File: src/vrfc_pkg.sv
// shared types, codes and constants of the rate floor checker
package vrfc_pkg;

	localparam int PAIR_W  = 2;
	localparam int STAMP_W = 32;
	localparam int VOL_W   = 48;
	localparam int RATE_W  = 48;
	localparam int HALF_W  = 24;
	localparam int CNT_W   = 5;
	localparam int WIN_W   = 5;
	localparam int AGE_W   = 32;
	localparam int FRAC_W  = 16;
	localparam int PROD_W  = VOL_W + HALF_W;
	localparam int ACC_W   = VOL_W + RATE_W + CNT_W;
	localparam int VSUM_W  = VOL_W + CNT_W;
	localparam int QUO_STEPS = RATE_W;
	localparam int STEP_W  = 6;
	localparam int CFG_IDX_W  = 2;
	localparam int CFG_DATA_W = 32;

	// operation codes from the front
	localparam logic [1:0] OP_RECORD   = 2'd0;
	localparam logic [1:0] OP_ZERO     = 2'd1;
	localparam logic [1:0] OP_VALIDATE = 2'd2;

	// verdict codes
	localparam logic [1:0] VERDICT_OK     = 2'd0;
	localparam logic [1:0] VERDICT_BELOW  = 2'd1;
	localparam logic [1:0] VERDICT_ABOVE  = 2'd2;
	localparam logic [1:0] VERDICT_NODATA = 2'd3;

	// reference kinds
	localparam logic [1:0] KIND_NONE = 2'd0;
	localparam logic [1:0] KIND_AVG  = 2'd1;
	localparam logic [1:0] KIND_SEED = 2'd2;

	// register indexes
	localparam logic [CFG_IDX_W-1:0] CFG_WINDOW  = 2'd0;
	localparam logic [CFG_IDX_W-1:0] CFG_MAX_AGE = 2'd1;
	localparam logic [CFG_IDX_W-1:0] CFG_FLOOR   = 2'd2;

	typedef struct packed {
		logic [1:0]         op;
		logic [PAIR_W-1:0]  pair;
		logic [STAMP_W-1:0] stamp;
		logic [VOL_W-1:0]   volume;
		logic [RATE_W-1:0]  rate;
	} item_t;

	typedef struct packed {
		logic [WIN_W-1:0]  window;
		logic [AGE_W-1:0]  max_age;
		logic [FRAC_W-1:0] floor_frac;
	} cfg_t;

	typedef struct packed {
		logic [PAIR_W-1:0]  pair;
		logic [STAMP_W-1:0] stamp;
		logic [VOL_W-1:0]   volume;
		logic [RATE_W-1:0]  rate;
	} hist_t;

	// per-pair seed rate in Q32.16
	function automatic logic [RATE_W-1:0] seed_rate(input logic [PAIR_W-1:0] p);
		logic [RATE_W-1:0] r;
		case (p)
			2'd0: r = {32'd17000, 16'd0};
			2'd1: r = {32'd214000, 16'd0};
			2'd2: r = {32'd46900, 16'd0};
			2'd3: r = {32'd34300, 16'd0};
			default: r = '0;
		endcase
		return r;
	endfunction

endpackage

File: src/vrfc_front.sv
// front end: accepts commands, classifies them and queues them for the back end
module vrfc_front (
	input  logic                          clk,
	input  logic                          arst_n,
	input  logic                          start,
	input  logic                          cmd,
	input  logic [vrfc_pkg::PAIR_W-1:0]   pair,
	input  logic [vrfc_pkg::STAMP_W-1:0]  stamp,
	input  logic [vrfc_pkg::VOL_W-1:0]    volume,
	input  logic [vrfc_pkg::RATE_W-1:0]   rate,
	output logic                          busy,
	input  logic                          pop,
	output logic                          item_valid,
	output vrfc_pkg::item_t               item
);

	vrfc_pkg::item_t queue_q [2];
	logic            wr_ptr_q;
	logic            rd_ptr_q;
	logic [1:0]      fill_q;
	logic            push;
	logic            take;
	vrfc_pkg::item_t incoming;

	assign busy       = (fill_q == 2'd2);
	assign push       = start && !busy;
	assign item_valid = (fill_q != 2'd0);
	assign take       = pop && item_valid;
	assign item       = queue_q[rd_ptr_q];

	// classify the incoming transaction
	always_comb begin
		incoming.pair   = pair;
		incoming.stamp  = stamp;
		incoming.volume = volume;
		incoming.rate   = rate;
		if (!cmd) begin
			incoming.op = vrfc_pkg::OP_RECORD;
		end else if (rate == '0) begin
			incoming.op = vrfc_pkg::OP_ZERO;
		end else begin
			incoming.op = vrfc_pkg::OP_VALIDATE;
		end
	end

	// queue payload
	always_ff @(posedge clk) begin
		if (push) begin
			queue_q[wr_ptr_q] <= incoming;
		end
	end

	// queue pointers and fill
	always_ff @(posedge clk or negedge arst_n) begin
		if (!arst_n) begin
			wr_ptr_q <= 1'b0;
			rd_ptr_q <= 1'b0;
			fill_q   <= 2'd0;
		end else begin
			if (push) begin
				wr_ptr_q <= !wr_ptr_q;
			end
			if (take) begin
				rd_ptr_q <= !rd_ptr_q;
			end
			if (push && !take) begin
				fill_q <= fill_q + 2'd1;
			end else if (take && !push) begin
				fill_q <= fill_q - 2'd1;
			end
		end
	end

endmodule

File: config.mk
export PLATFORM = sky130hd
export DESIGN_NAME = vrfc_front
export DESIGN_NICKNAME = d
export VERILOG_FILES = /design/src/vrfc_pkg.sv /design/src/vrfc_front.sv
export SDC_FILE = /design/constraint.sdc
export NUM_CORES = 1
export LEC_CHECK = 0
export ABC_CLOCK_PERIOD_IN_PS = 9100
export BUFFER_PORTS_ARGS = -buffer_cell sky130_fd_sc_hd__buf_2
export CORE_ASPECT_RATIO = 0.6
export CORE_UTILIZATION = 29
export CTS_BUF_LIST = sky130_fd_sc_hd__clkbuf_2 sky130_fd_sc_hd__clkbuf_4 sky130_fd_sc_hd__clkbuf_8
export CTS_CLUSTER_DIAMETER = 200
export CTS_CLUSTER_SIZE = 20
export DETAILED_ROUTE_END_ITERATION = 7
export PLACE_DENSITY = 0.51
export SLEW_MARGIN = 0
export SYNTH_ARGS = -nofsm -noshare
export SYNTH_HDL_FRONTEND = slang
export SYNTH_SLANG_ARGS = --single-unit
File: constraint.sdc
create_clock -name clk -period 9.1 [get_ports clk]
set_input_delay 0.455 -clock clk [delete_from_list [all_inputs] [get_ports clk]]
set_output_delay 0.455 -clock clk [all_outputs]
set_load 0.02 [all_outputs]
==> metrics.txt, run 1 <==
CP required=8.65 ns; Ports=269; vias per inst=4.197; outcome=complete, no violations; post-synthesis sequential area ratio=79.34%; final setup TNS=0 ns; Synth cell types=18; grt total ovfl=0; Pwr Density=309.3 mW/mm^2; nets=863; CP bufs+invs=2; Area after DPL=0.01196 mm^2; syn avg cell area=22.59 um^2; overall routing resource usage=11.53%; width of the die=243.1 um; Max Cap Viol=0; Post-Synthesis Cells=448; Leak Pwr=0.004629 uW; post-cts repair resize count=0; Synth area leaders=edfxtp_1 78%, mux2_4 10%, mux2_2 6.9%; Skew-Pair Late Insertion Delay=0.55 ns; pin count of the biggest net entering global routing=65; f_max=308.8 MHz; CP endpoint kind=output port; Worst-Margin Slew=1.006 ns; CTS Buffer Depth=3; FP Rows=52; final hold viol count=0; Crit path largest cell delay=0.79 ns; final setup violation count=0; Crit-path slowest cell=buf_4; CTS H-tree lvls=1; vias=5,007; final worst path period need=3.239 ns; worst-path maximum fanout=58; area delta synth->final=21.26%; Commonest cells post-synth=264 x edfxtp_1, 70 x mux2_4, 62 x mux2_2; Slew Viols, Final=0; root buffer cell=clkbuf_8; Worst VDD drop=0.2514 mV; vias in the first global route=5,053; first-pass GRT wire length=30.97 mm; Final Cycle Share=35.59%; Setup crit start kind=flop; CTS Buf Count=17; Main synth FF type=edfxtp_1; CTS Sinks=268; worst hold path type=primary input to flop; kind of critical path=flop to output port; RSZ-0062 raised after global routing=no; hpwl dp=14.35 mm; ys async rst share=1.493%; CP top delay family=buffers and inverters; register bit total from synthesis=268; final wirelength=21.12 mm; Die H=146.7 um; # DRC=0; initial antenna violation count=4; EDFF count, synth=264; worst path arrival time=2.78 ns; Pre-antenna DRT Iters=4; DRT iter0 DRCs=218; share of the synthesized area in the top cell type=78.35%; Worst slew margin=32.94%; Worst Skew=0.02915 ns; YS warnings=0; top cell type by total area after synthesis=edfxtp_1; GPL Wtd Cong=0.7198; count leader, synth=edfxtp_1; fraction of final layout cells sized beyond drive strength 1=59.23%; design area=0.01227 mm^2; core area=0.03403 mm^2; post-route ant nets=0; Initial Utilization=29.74%; die area=0.03567 mm^2; I/O Buffers=268; Reg clk slew, reported paths=0.13 ns; TritonCTS clock tree=built; syn nets=584; crit-path cells=buf_4, mux2_2, buf_2; Mapped Area=0.01012 mm^2; DR WL/cell=17.70 um
[metrics by stage]
step	instances	total power (uW)	setup slack, ns	hold WS (ns)	utilization [%]
finish	1193	3795	5.861	0.07888	36.06
global route	1190	3992	5.686	0.02386	36.03
CTS	1190	3879	5.734	0.02212	36.03
detailed placement	1166	3300	5.865	0.2683	35.16
global placement	1166	3296	5.932	0.2700	35.16
floorplan	448	2889	2.368	0.1594	-
[power by group]
group | internal, uW | switching, uW
Sequential | 1690 | 87.5
Clock | 197 | 367
Combinational | 596 | 862
Total | 2480 | 1320
[flip-flops by register name, summed over array words and instances, names as in the netlist]
signal and count:
rd_ptr_q 1, fill_q 2, queue_q 264, wr_ptr_q 1
[final timing paths]
| check | from | to | slack [ns] | cells after the start |
|---|---|---|---|---|
| worst min-delay path | volume[33] | queue_q[1][81] | 0.08 | 1 |
| worst max-delay path | rd_ptr_q | item[11] | 5.86 | 3 |
| worst min register to register | fill_q[1] | fill_q[1] | 0.49 | 1 |
| worst max register to register | fill_q[0] | queue_q[0][32] | 5.98 | 5 |
| max in group asynchronous | arst_n | rd_ptr_q | 8.70 | 2 |
| min in group asynchronous | arst_n | wr_ptr_q | 0.23 | 2 |
[layout make-up]
class | instances | area, um^2
flip-flops and latches | 268 | 8031
multi-input cells | 162 | 1961
inverters | 3 | 11.26
fillers | 3209 | 21760
clock buffers | 22 | 271.5
diodes | 3 | 7.507
well taps | 459 | 574.3
clock inverters | 1 | 16.27
repair buffers | 275 | 1396
[timing repair]
action                                 CTS  global route
endpoints found under the hold margin    4             0
setup buffers                            0             0
hold buffers                             1             0
[cell families after synthesis]
family / after synthesis / share of synthesized area, %
xor gates and xnor gates: 5 / 0.4329
DFF: 268 / 79.34
and+or+nand+nor: 23 / 1.323
muxes: 132 / 17.29
buffers and inverters: 18 / 1.410
AOI/OAI and AO/OA: 1 / 0.08657
adders and majority gates: 1 / 0.1236
[cell usage in the layout, fill, tap and decap left out]
cell type	netlist	routed
and3_4	0	1
buf_2	6	268
buf_4	0	6
clkbuf_4	0	5
clkbuf_8	0	17
clkinv_8	0	1
dfrtp_1	4	3
dfrtp_4	0	1
diode_2	0	3
dlygate4sd3_1	0	1
edfxtp_1	264	264
ha_1	1	1
inv_1	3	3
mux2_2	62	62
mux2_4	70	70
nand2_1	2	2
nand2b_1	1	1
nand4_1	3	3
nor2_1	2	1
nor2_4	0	1
nor4_1	13	13
o31a_1	1	1
or2_2	1	1
xnor2_1	3	3
xor2_1	2	2
[routing by layer]
layer / GRT usage, % / part of all wire (%) / vias to the layer above
met2: 17.01 / 44 / 147
met5: 0 / 0.11 / -
met1: 16.23 / 47 / 2498
met4: 2.642 / 2.1 / 4
li1: - / - / 2331
met3: 4.037 / 7.2 / 27
(Power assumes the default switching activity.)
==> inputs of run 2 (changes only) <==
--- a/config.mk
+++ b/config.mk
@@ -5,7 +5,7 @@
 export SDC_FILE = /design/constraint.sdc
 export NUM_CORES = 1
 export LEC_CHECK = 0
-export ABC_CLOCK_PERIOD_IN_PS = 9100
+export ABC_CLOCK_PERIOD_IN_PS = 3200
 export BUFFER_PORTS_ARGS = -buffer_cell sky130_fd_sc_hd__buf_2
 export CORE_ASPECT_RATIO = 0.6
 export CORE_UTILIZATION = 29
==> constraint.sdc (replaced) <==
create_clock -name clk -period 3.2 [get_ports clk]
set_input_delay 0.16 -clock clk [delete_from_list [all_inputs] [get_ports clk]]
set_output_delay 0.16 -clock clk [all_outputs]
set_load 0.02 [all_outputs]
==> run 2 against run 1 <==
Die area stayed put. First-iteration DRC count is 18% higher. Wire length is 8.6% higher. Global-route usage is 1.1 points higher. Final cell count is 11% higher. Total power grew to 2.9 times the previous value. Critical endpoint is now item[122]. Largest cell class unchanged. Highest routed layer unchanged.
==> metrics.txt, run 2 (same netlist as run 1, synthesis figures left out) <==
Max Cap Viol=0 (unchanged); Reg2Reg Depth=3 (was 5); Pwr Density=807.7 mW/mm^2 (was 309.3 mW/mm^2); final setup violation count=0 (unchanged); CTS Buf Count=17 (unchanged); Largest Register=queue_q (unchanged); pin count of the biggest net entering global routing=121 (was 65); largest registers=queue_q: 264 flops, fill_q: 2 flops (unchanged); overall routing resource usage=12.61% (was 11.53%); # DRC=0 (unchanged); post-route ant nets=0 (unchanged); CP required=3.04 ns (was 8.65 ns); final worst path period need=2.447 ns; nets=998 (was 863); Comb power frac=39.7% (was 38.4%); Die H=146.7 um (unchanged); Worst slew margin=50.90% (was 32.94%); min-delay src=stamp[20] (was volume[33]); worst path arrival time=2.29 ns (was 2.78 ns); first-pass GRT wire length=34.58 mm (was 30.97 mm); Pre-antenna DRT Iters=4 (unchanged); n_diodes=0 (was 3); Worst Skew=0.03607 ns (was 0.02915 ns); sequential group share of total power=45.4% (was 46.7%); post-cts repair resize count=0 (unchanged); DRT iter0 DRCs=257 (was 218); CTS Buffer Depth=3 (unchanged); max reg flops=264 (unchanged); outcome=complete, no violations (unchanged); post-CTS setup buffers=0 (unchanged); Skew-Pair Late Insertion Delay=0.57 ns (was 0.55 ns); reg-to-reg startpoint=fill_q[0] (unchanged); Leak Pwr=0.005218 uW (was 0.004629 uW); CP endpoint kind=output port (unchanged); R2R Setup Slk=1.23 ns (was 5.98 ns); grt total ovfl=0 (unchanged); TritonCTS clock tree=built (unchanged); power share of the clock group=14.9% (about the same); Power Internal=7223 uW (was 2479 uW); RSZ-0062 raised after global routing=no (unchanged); die area=0.03567 mm^2 (unchanged); CTS Sinks=268 (unchanged); fraction of final layout cells sized beyond drive strength 1=50.23% (was 59.23%); vias per inst=4.160 (was 4.197); worst-path maximum fanout=56 (was 58); hpwl dp=14.65 mm (was 14.35 mm); f_max=408.6 MHz; final hold viol count=0 (unchanged); Initial Utilization=29.74% (unchanged); commonest non-fill, non-tap cell in the layout=buf_2 (unchanged); Reg clk slew, reported paths=0.13 ns (about the same); Slew Viols, Final=0 (unchanged); vias=5,520 (was 5,007); WHS Path Cells=2 (was 1); Worst-Margin Slew=0.7364 ns (was 1.006 ns); I/O Buffers=268 (unchanged); end-of-flow core utilization=40.23% (was 36.06%); GPL Wtd Cong=0.7519 (was 0.7198); initial antenna violation count=1 (was 4); CTS H-tree lvls=1 (unchanged); DR WL/cell=17.29 um (was 17.70 um); Setup crit start kind=flop (unchanged); root buffer cell=clkbuf_8 (unchanged); Ports=269 (unchanged); area delta synth->final=35.28% (was 21.26%); Final Cycle Share=76.48%; core area=0.03403 mm^2 (unchanged); final setup TNS=0 ns (unchanged); Worst VDD drop=0.3679 mV (was 0.2514 mV); vias in the first global route=5,761 (was 5,053); kind of critical path=flop to output port (unchanged); width of the die=243.1 um (unchanged); final wirelength=22.94 mm (was 21.12 mm); Filler cells=3,124 (was 3,209); Net Sw Power=3833 uW (was 1316 uW); worst hold path type=primary input to flop (unchanged); sw frac=34.67% (was 34.68%); Hold Path Sink=queue_q[1][116] (was queue_q[1][81]); FF-to-FF End=queue_q[1][67] (was queue_q[0][32]); CTS hold repair buffers=135 (was 1); FP Rows=52 (unchanged); most frequent cells in the layout=268 x buf_2, 264 x edfxtp_1, 135 x dlygate4sd3_1, 70 x mux2_4, 62 x mux2_2 (was 268 x buf_2, 264 x edfxtp_1, 70 x mux2_4, 62 x mux2_2, 17 x clkbuf_8)
[run 2: cell types whose count changed in the layout (fill, tap and decap cells not counted), sizes merged]
cell | previous run | this run
buf | 274 | 275
clkbuf | 22 | 23
clkinvlp | 0 | 1
diode | 3 | 0
dlygate4sd3 | 1 | 135
[run 2: worst max-delay path by stage]
stage | start | endpoint | depth (start not counted)
2_1_floorplan | fill_q[0] | queue_q[0][0] | 3
3_3_place_gp | fill_q[0] | queue_q[1][63] | 3
3_5_place_dp | fill_q[0] | queue_q[1][93] | 3
4_1_cts | rd_ptr_q | item[122] | 3
5_1_grt | rd_ptr_q | item[123] | 3
6_report | rd_ptr_q | item[122] | 3
[run 2: area by class of cell]
type | count | area [um^2] | area share (%)
Clock inverter | 2 | 23.77 | 0.1737
Multi-Input combinational cell | 162 | 1961 | 14.32
Sequential cell | 268 | 8031 | 58.67
Inverter | 3 | 11.26 | 0.08227
Timing Repair Buffer | 410 | 2808 | 20.51
Tap cell | 459 | 574.3 | 4.196
Clock buffer | 23 | 279.0 | 2.038
[run 2: metrics by stage]
stage	worst slack, ns	instances	hold slack [ns]	power, uW	instance area (um^2)
2_1_floorplan	0.1694	448	-0.1356	8119	10130
3_3_place_gp	1.254	1167	-0.01623	9452	12030
3_5_place_dp	1.230	1167	-0.02231	9469	12030
4_1_cts	0.6356	1327	0.2524	11290	13690
5_1_grt	0.5920	1327	0.2745	11630	13690
6_report	0.7526	1327	0.3155	11060	13690
[run 2: power groups by stage]
stage	clock [uW]	sequential, uW	combinational [uW]
3_5_place_dp	0	5120	4350
6_report	1650	5020	4390
3_3_place_gp	0	5100	4350
5_1_grt	1860	5100	4670
4_1_cts	1760	5040	4500
2_1_floorplan	0	5040	3080
[run 2: layer usage]
| metal | vias up | routed length, um | track usage (%) |
|---|---|---|---|
| met4 | 2 | 387 | 2.547 |
| met3 | 22 | 1284 | 3.380 |
| met5 | - | 17 | 0 |
| li1 | 2604 | - | - |
| met1 | 2738 | 10860 | 17.54 |
| met2 | 154 | 10390 | 19.84 |
[run 2: critical path, stage by stage, from the launching register on]
cell,delay (ns)
dfrtp_4,0.70
buf_12,0.40
mux2_2,0.39
buf_2,0.16
==> inputs of run 3 (changes only) <==
--- a/config.mk
+++ b/config.mk
@@ -5,7 +5,7 @@
 export SDC_FILE = /design/constraint.sdc
 export NUM_CORES = 1
 export LEC_CHECK = 0
-export ABC_CLOCK_PERIOD_IN_PS = 3200
+export ABC_CLOCK_PERIOD_IN_PS = 2200
 export BUFFER_PORTS_ARGS = -buffer_cell sky130_fd_sc_hd__buf_2
 export CORE_ASPECT_RATIO = 0.6
 export CORE_UTILIZATION = 29
@@ -13,7 +13,7 @@
 export CTS_CLUSTER_DIAMETER = 200
 export CTS_CLUSTER_SIZE = 20
 export DETAILED_ROUTE_END_ITERATION = 7
-export PLACE_DENSITY = 0.51
+export PLACE_DENSITY = 0.53
 export SLEW_MARGIN = 0
 export SYNTH_ARGS = -nofsm -noshare
 export SYNTH_HDL_FRONTEND = slang
==> constraint.sdc (replaced) <==
create_clock -name clk -period 2.2 [get_ports clk]
set_input_delay 0.11 -clock clk [delete_from_list [all_inputs] [get_ports clk]]
set_output_delay 0.11 -clock clk [all_outputs]
set_load 0.02 [all_outputs]
==> run 3 against run 2 <==
Clock skew fell by 0.0033 ns. Critical path depth did not move. First-iteration DRC count rose by 12%. Cell area rose by 1.5%. Utilization rose by 0.59 points. Die area did not move. Critical path type unchanged. Largest power group unchanged. Highest routed layer is now met4.
==> metrics.txt, run 3 (same netlist as run 1, synthesis figures left out) <==
outcome=complete, no violations (unchanged); end-of-flow core utilization=40.81% (was 40.23%); FF/Latch Area=0.008031 mm^2 (unchanged); final wirelength=22.51 mm (was 22.94 mm); CP top delay family=flip-flops (unchanged); Skew-Pair Late Insertion Delay=0.55 ns (was 0.57 ns); largest registers=queue_q: 264 flops, fill_q: 2 flops (unchanged); Reg2Reg Depth=4 (was 3); Worst VDD drop=0.6473 mV (was 0.3679 mV); initial antenna violation count=0 (was 1); first-pass GRT wire length=33.67 mm (was 34.58 mm); CP required=2.09 ns (was 3.04 ns); Largest Register=queue_q (unchanged); final hold viol count=0 (unchanged); Worst slew margin=58.94% (was 50.90%); CP endpoint kind=output port (unchanged); R2R Setup Slk=0.57 ns (was 1.23 ns); Crit-path slowest cell=dfrtp_4 (unchanged); core area=0.03403 mm^2 (unchanged); Final Cycle Share=99.51%; Worst Hold Slack=0.2592 ns (was 0.3155 ns); Worst-Margin Slew=0.6103 ns (was 0.7364 ns); TritonCTS clock tree=built (unchanged); hpwl dp=14.62 mm (was 14.65 mm); f_max=456.8 MHz; Crit. path cell count=3 (unchanged); worst path arrival time=2.08 ns (was 2.29 ns); Pwr Density=1183 mW/mm^2 (was 807.7 mW/mm^2); max reg flops=264 (unchanged); vias=5,597 (was 5,520); kind of critical path=flop to output port (unchanged); vias per inst=4.211 (was 4.160); CTS H-tree lvls=1 (unchanged); reg-to-reg startpoint=fill_q[0] (unchanged); DRT iter0 DRCs=289 (was 257); CTS Buf Count=17 (unchanged); pin count of the biggest net entering global routing=58 (was 121); total power=16,430 uW (was 11,060 uW); vias in the first global route=5,860 (was 5,761); Area after DPL=0.01210 mm^2 (was 0.01203 mm^2); Setup crit start kind=flop (unchanged); n_diodes=0 (unchanged); Hold Path Sink=queue_q[0][49] (was queue_q[1][116]); final setup violation count=0 (unchanged); I/O Buffers=268 (unchanged); min-delay src=volume[1] (was stamp[20]); Slew Viols, Final=0 (unchanged); Filler cells=3,123 (was 3,124); CTS Buffer Depth=3 (unchanged); FF-to-FF End=queue_q[0][19] (was queue_q[1][67]); Reg clk slew, reported paths=0.13 ns (about the same); area delta synth->final=37.26% (was 35.28%); Crit path largest cell delay=0.57 ns (was 0.70 ns); Initial Utilization=29.74% (unchanged); nets=1,002 (was 998); Leak Pwr=0.005307 uW (was 0.005218 uW); worst hold path type=primary input to flop (unchanged); Die H=146.7 um (unchanged); width of the die=243.1 um (unchanged); most frequent cells in the layout=264 x edfxtp_1, 249 x buf_2, 135 x dlygate4sd3_1, 74 x mux2_4, 58 x mux2_2 (was 268 x buf_2, 264 x edfxtp_1, 135 x dlygate4sd3_1, 70 x mux2_4, 62 x mux2_2); Max Cap Viol=0 (unchanged); grt total ovfl=0 (unchanged); overall routing resource usage=12.33% (was 12.61%); CP bufs+invs=2 (unchanged); commonest non-fill, non-tap cell in the layout=edfxtp_1 (was buf_2); DR WL/cell=16.94 um (was 17.29 um); final worst path period need=2.189 ns; die area=0.03567 mm^2 (unchanged); FP Rows=52 (unchanged); Pre-antenna DRT Iters=4 (unchanged); fraction of final layout cells sized beyond drive strength 1=50.57% (was 50.23%); Ports=269 (unchanged); worst-path maximum fanout=52 (was 56); # DRC=0 (unchanged); WHS Path Cells=2 (unchanged); Worst Skew=0.03279 ns (was 0.03607 ns); crit-path cells=buf_16, mux2_2, buf_2 (was buf_12, mux2_2, buf_2); Crit. Startpoint=rd_ptr_q (unchanged); Place WS=0.4429 ns (was 1.230 ns); area of the multi-input gates=0.001991 mm^2 (was 0.001961 mm^2); post-route ant nets=0 (unchanged); RSZ-0062 raised after global routing=yes (was no); design area=0.01389 mm^2 (was 0.01369 mm^2); CTS Sinks=268 (unchanged); GPL Wtd Cong=0.7545 (was 0.7519); root buffer cell=clkbuf_8 (unchanged); Final WS setup=0.01068 ns (was 0.7526 ns)
-- run 3: cell count changes in the layout (fill, tap and decap cells not counted), moves of 2 or more --
cell	before	now
buf_6	0	18
buf_16	0	2
buf_4	2	5
clkbuf_4	6	4
mux2_4	70	74
mux2_2	62	58
buf_2	268	249
-- run 3: cell type report --
cell class                 instances  share of cell area (%)
sequential                       268                   57.83
timing repair buffer             414                   21.55
tap                              459                   4.135
inverter                           3                 0.08108
clock buffer                      21                   1.901
clock inverter                     2                  0.1712
multi-input combinational        162                   14.33
-- run 3: per-stage QoR --
step	setup TNS [ns]	std cells
6_report	0	1329
5_1_grt	-2.192	1329
4_1_cts	-0.1224	1329
3_5_place_dp	0	1171
3_3_place_gp	0	1171
2_1_floorplan	-159.60	448
-- run 3: routing by layer --
metal	vias up	routed length [um]	global-route usage (%)	part of all wire, %
met3	21	1230	2.941	5.5
met2	175	10170	19.13	45
met1	2798	10700	17.58	48
met4	0	404	2.579	1.8
met5	-	0	0	0
li1	2603	-	-	-
-- run 3: report_power, final --
group / switching (uW) / internal, uW
clock network: 1550 / 803
logic: 3810 / 3000
registers: 306 / 6960
-- run 3: how the worst max path moves through the flow --
| stage | endpoint |
|---|---|
| floorplan | queue_q[0][0] |
| global placement | queue_q[0][131] |
| detailed placement | queue_q[0][131] |
| CTS | item[8] |
| global route | item[124] |
| finish | item[8] |
-- run 3: timing repair --
item / CTS / global route
hold endpoints to repair: 270 / 0
setup buffers: 0 / 0
gates resized for setup: 6 / 37
hold buffers: 135 / 0
endpoints found under the setup margin: 28 / 94
-- run 3: worst reg2reg max path: stages, from the launching register on --
cell and delay (ns):
dfrtp_1 0.44, nand2b_4 0.17, nand2_4 0.07, nor2_4 0.17, buf_4 0.43
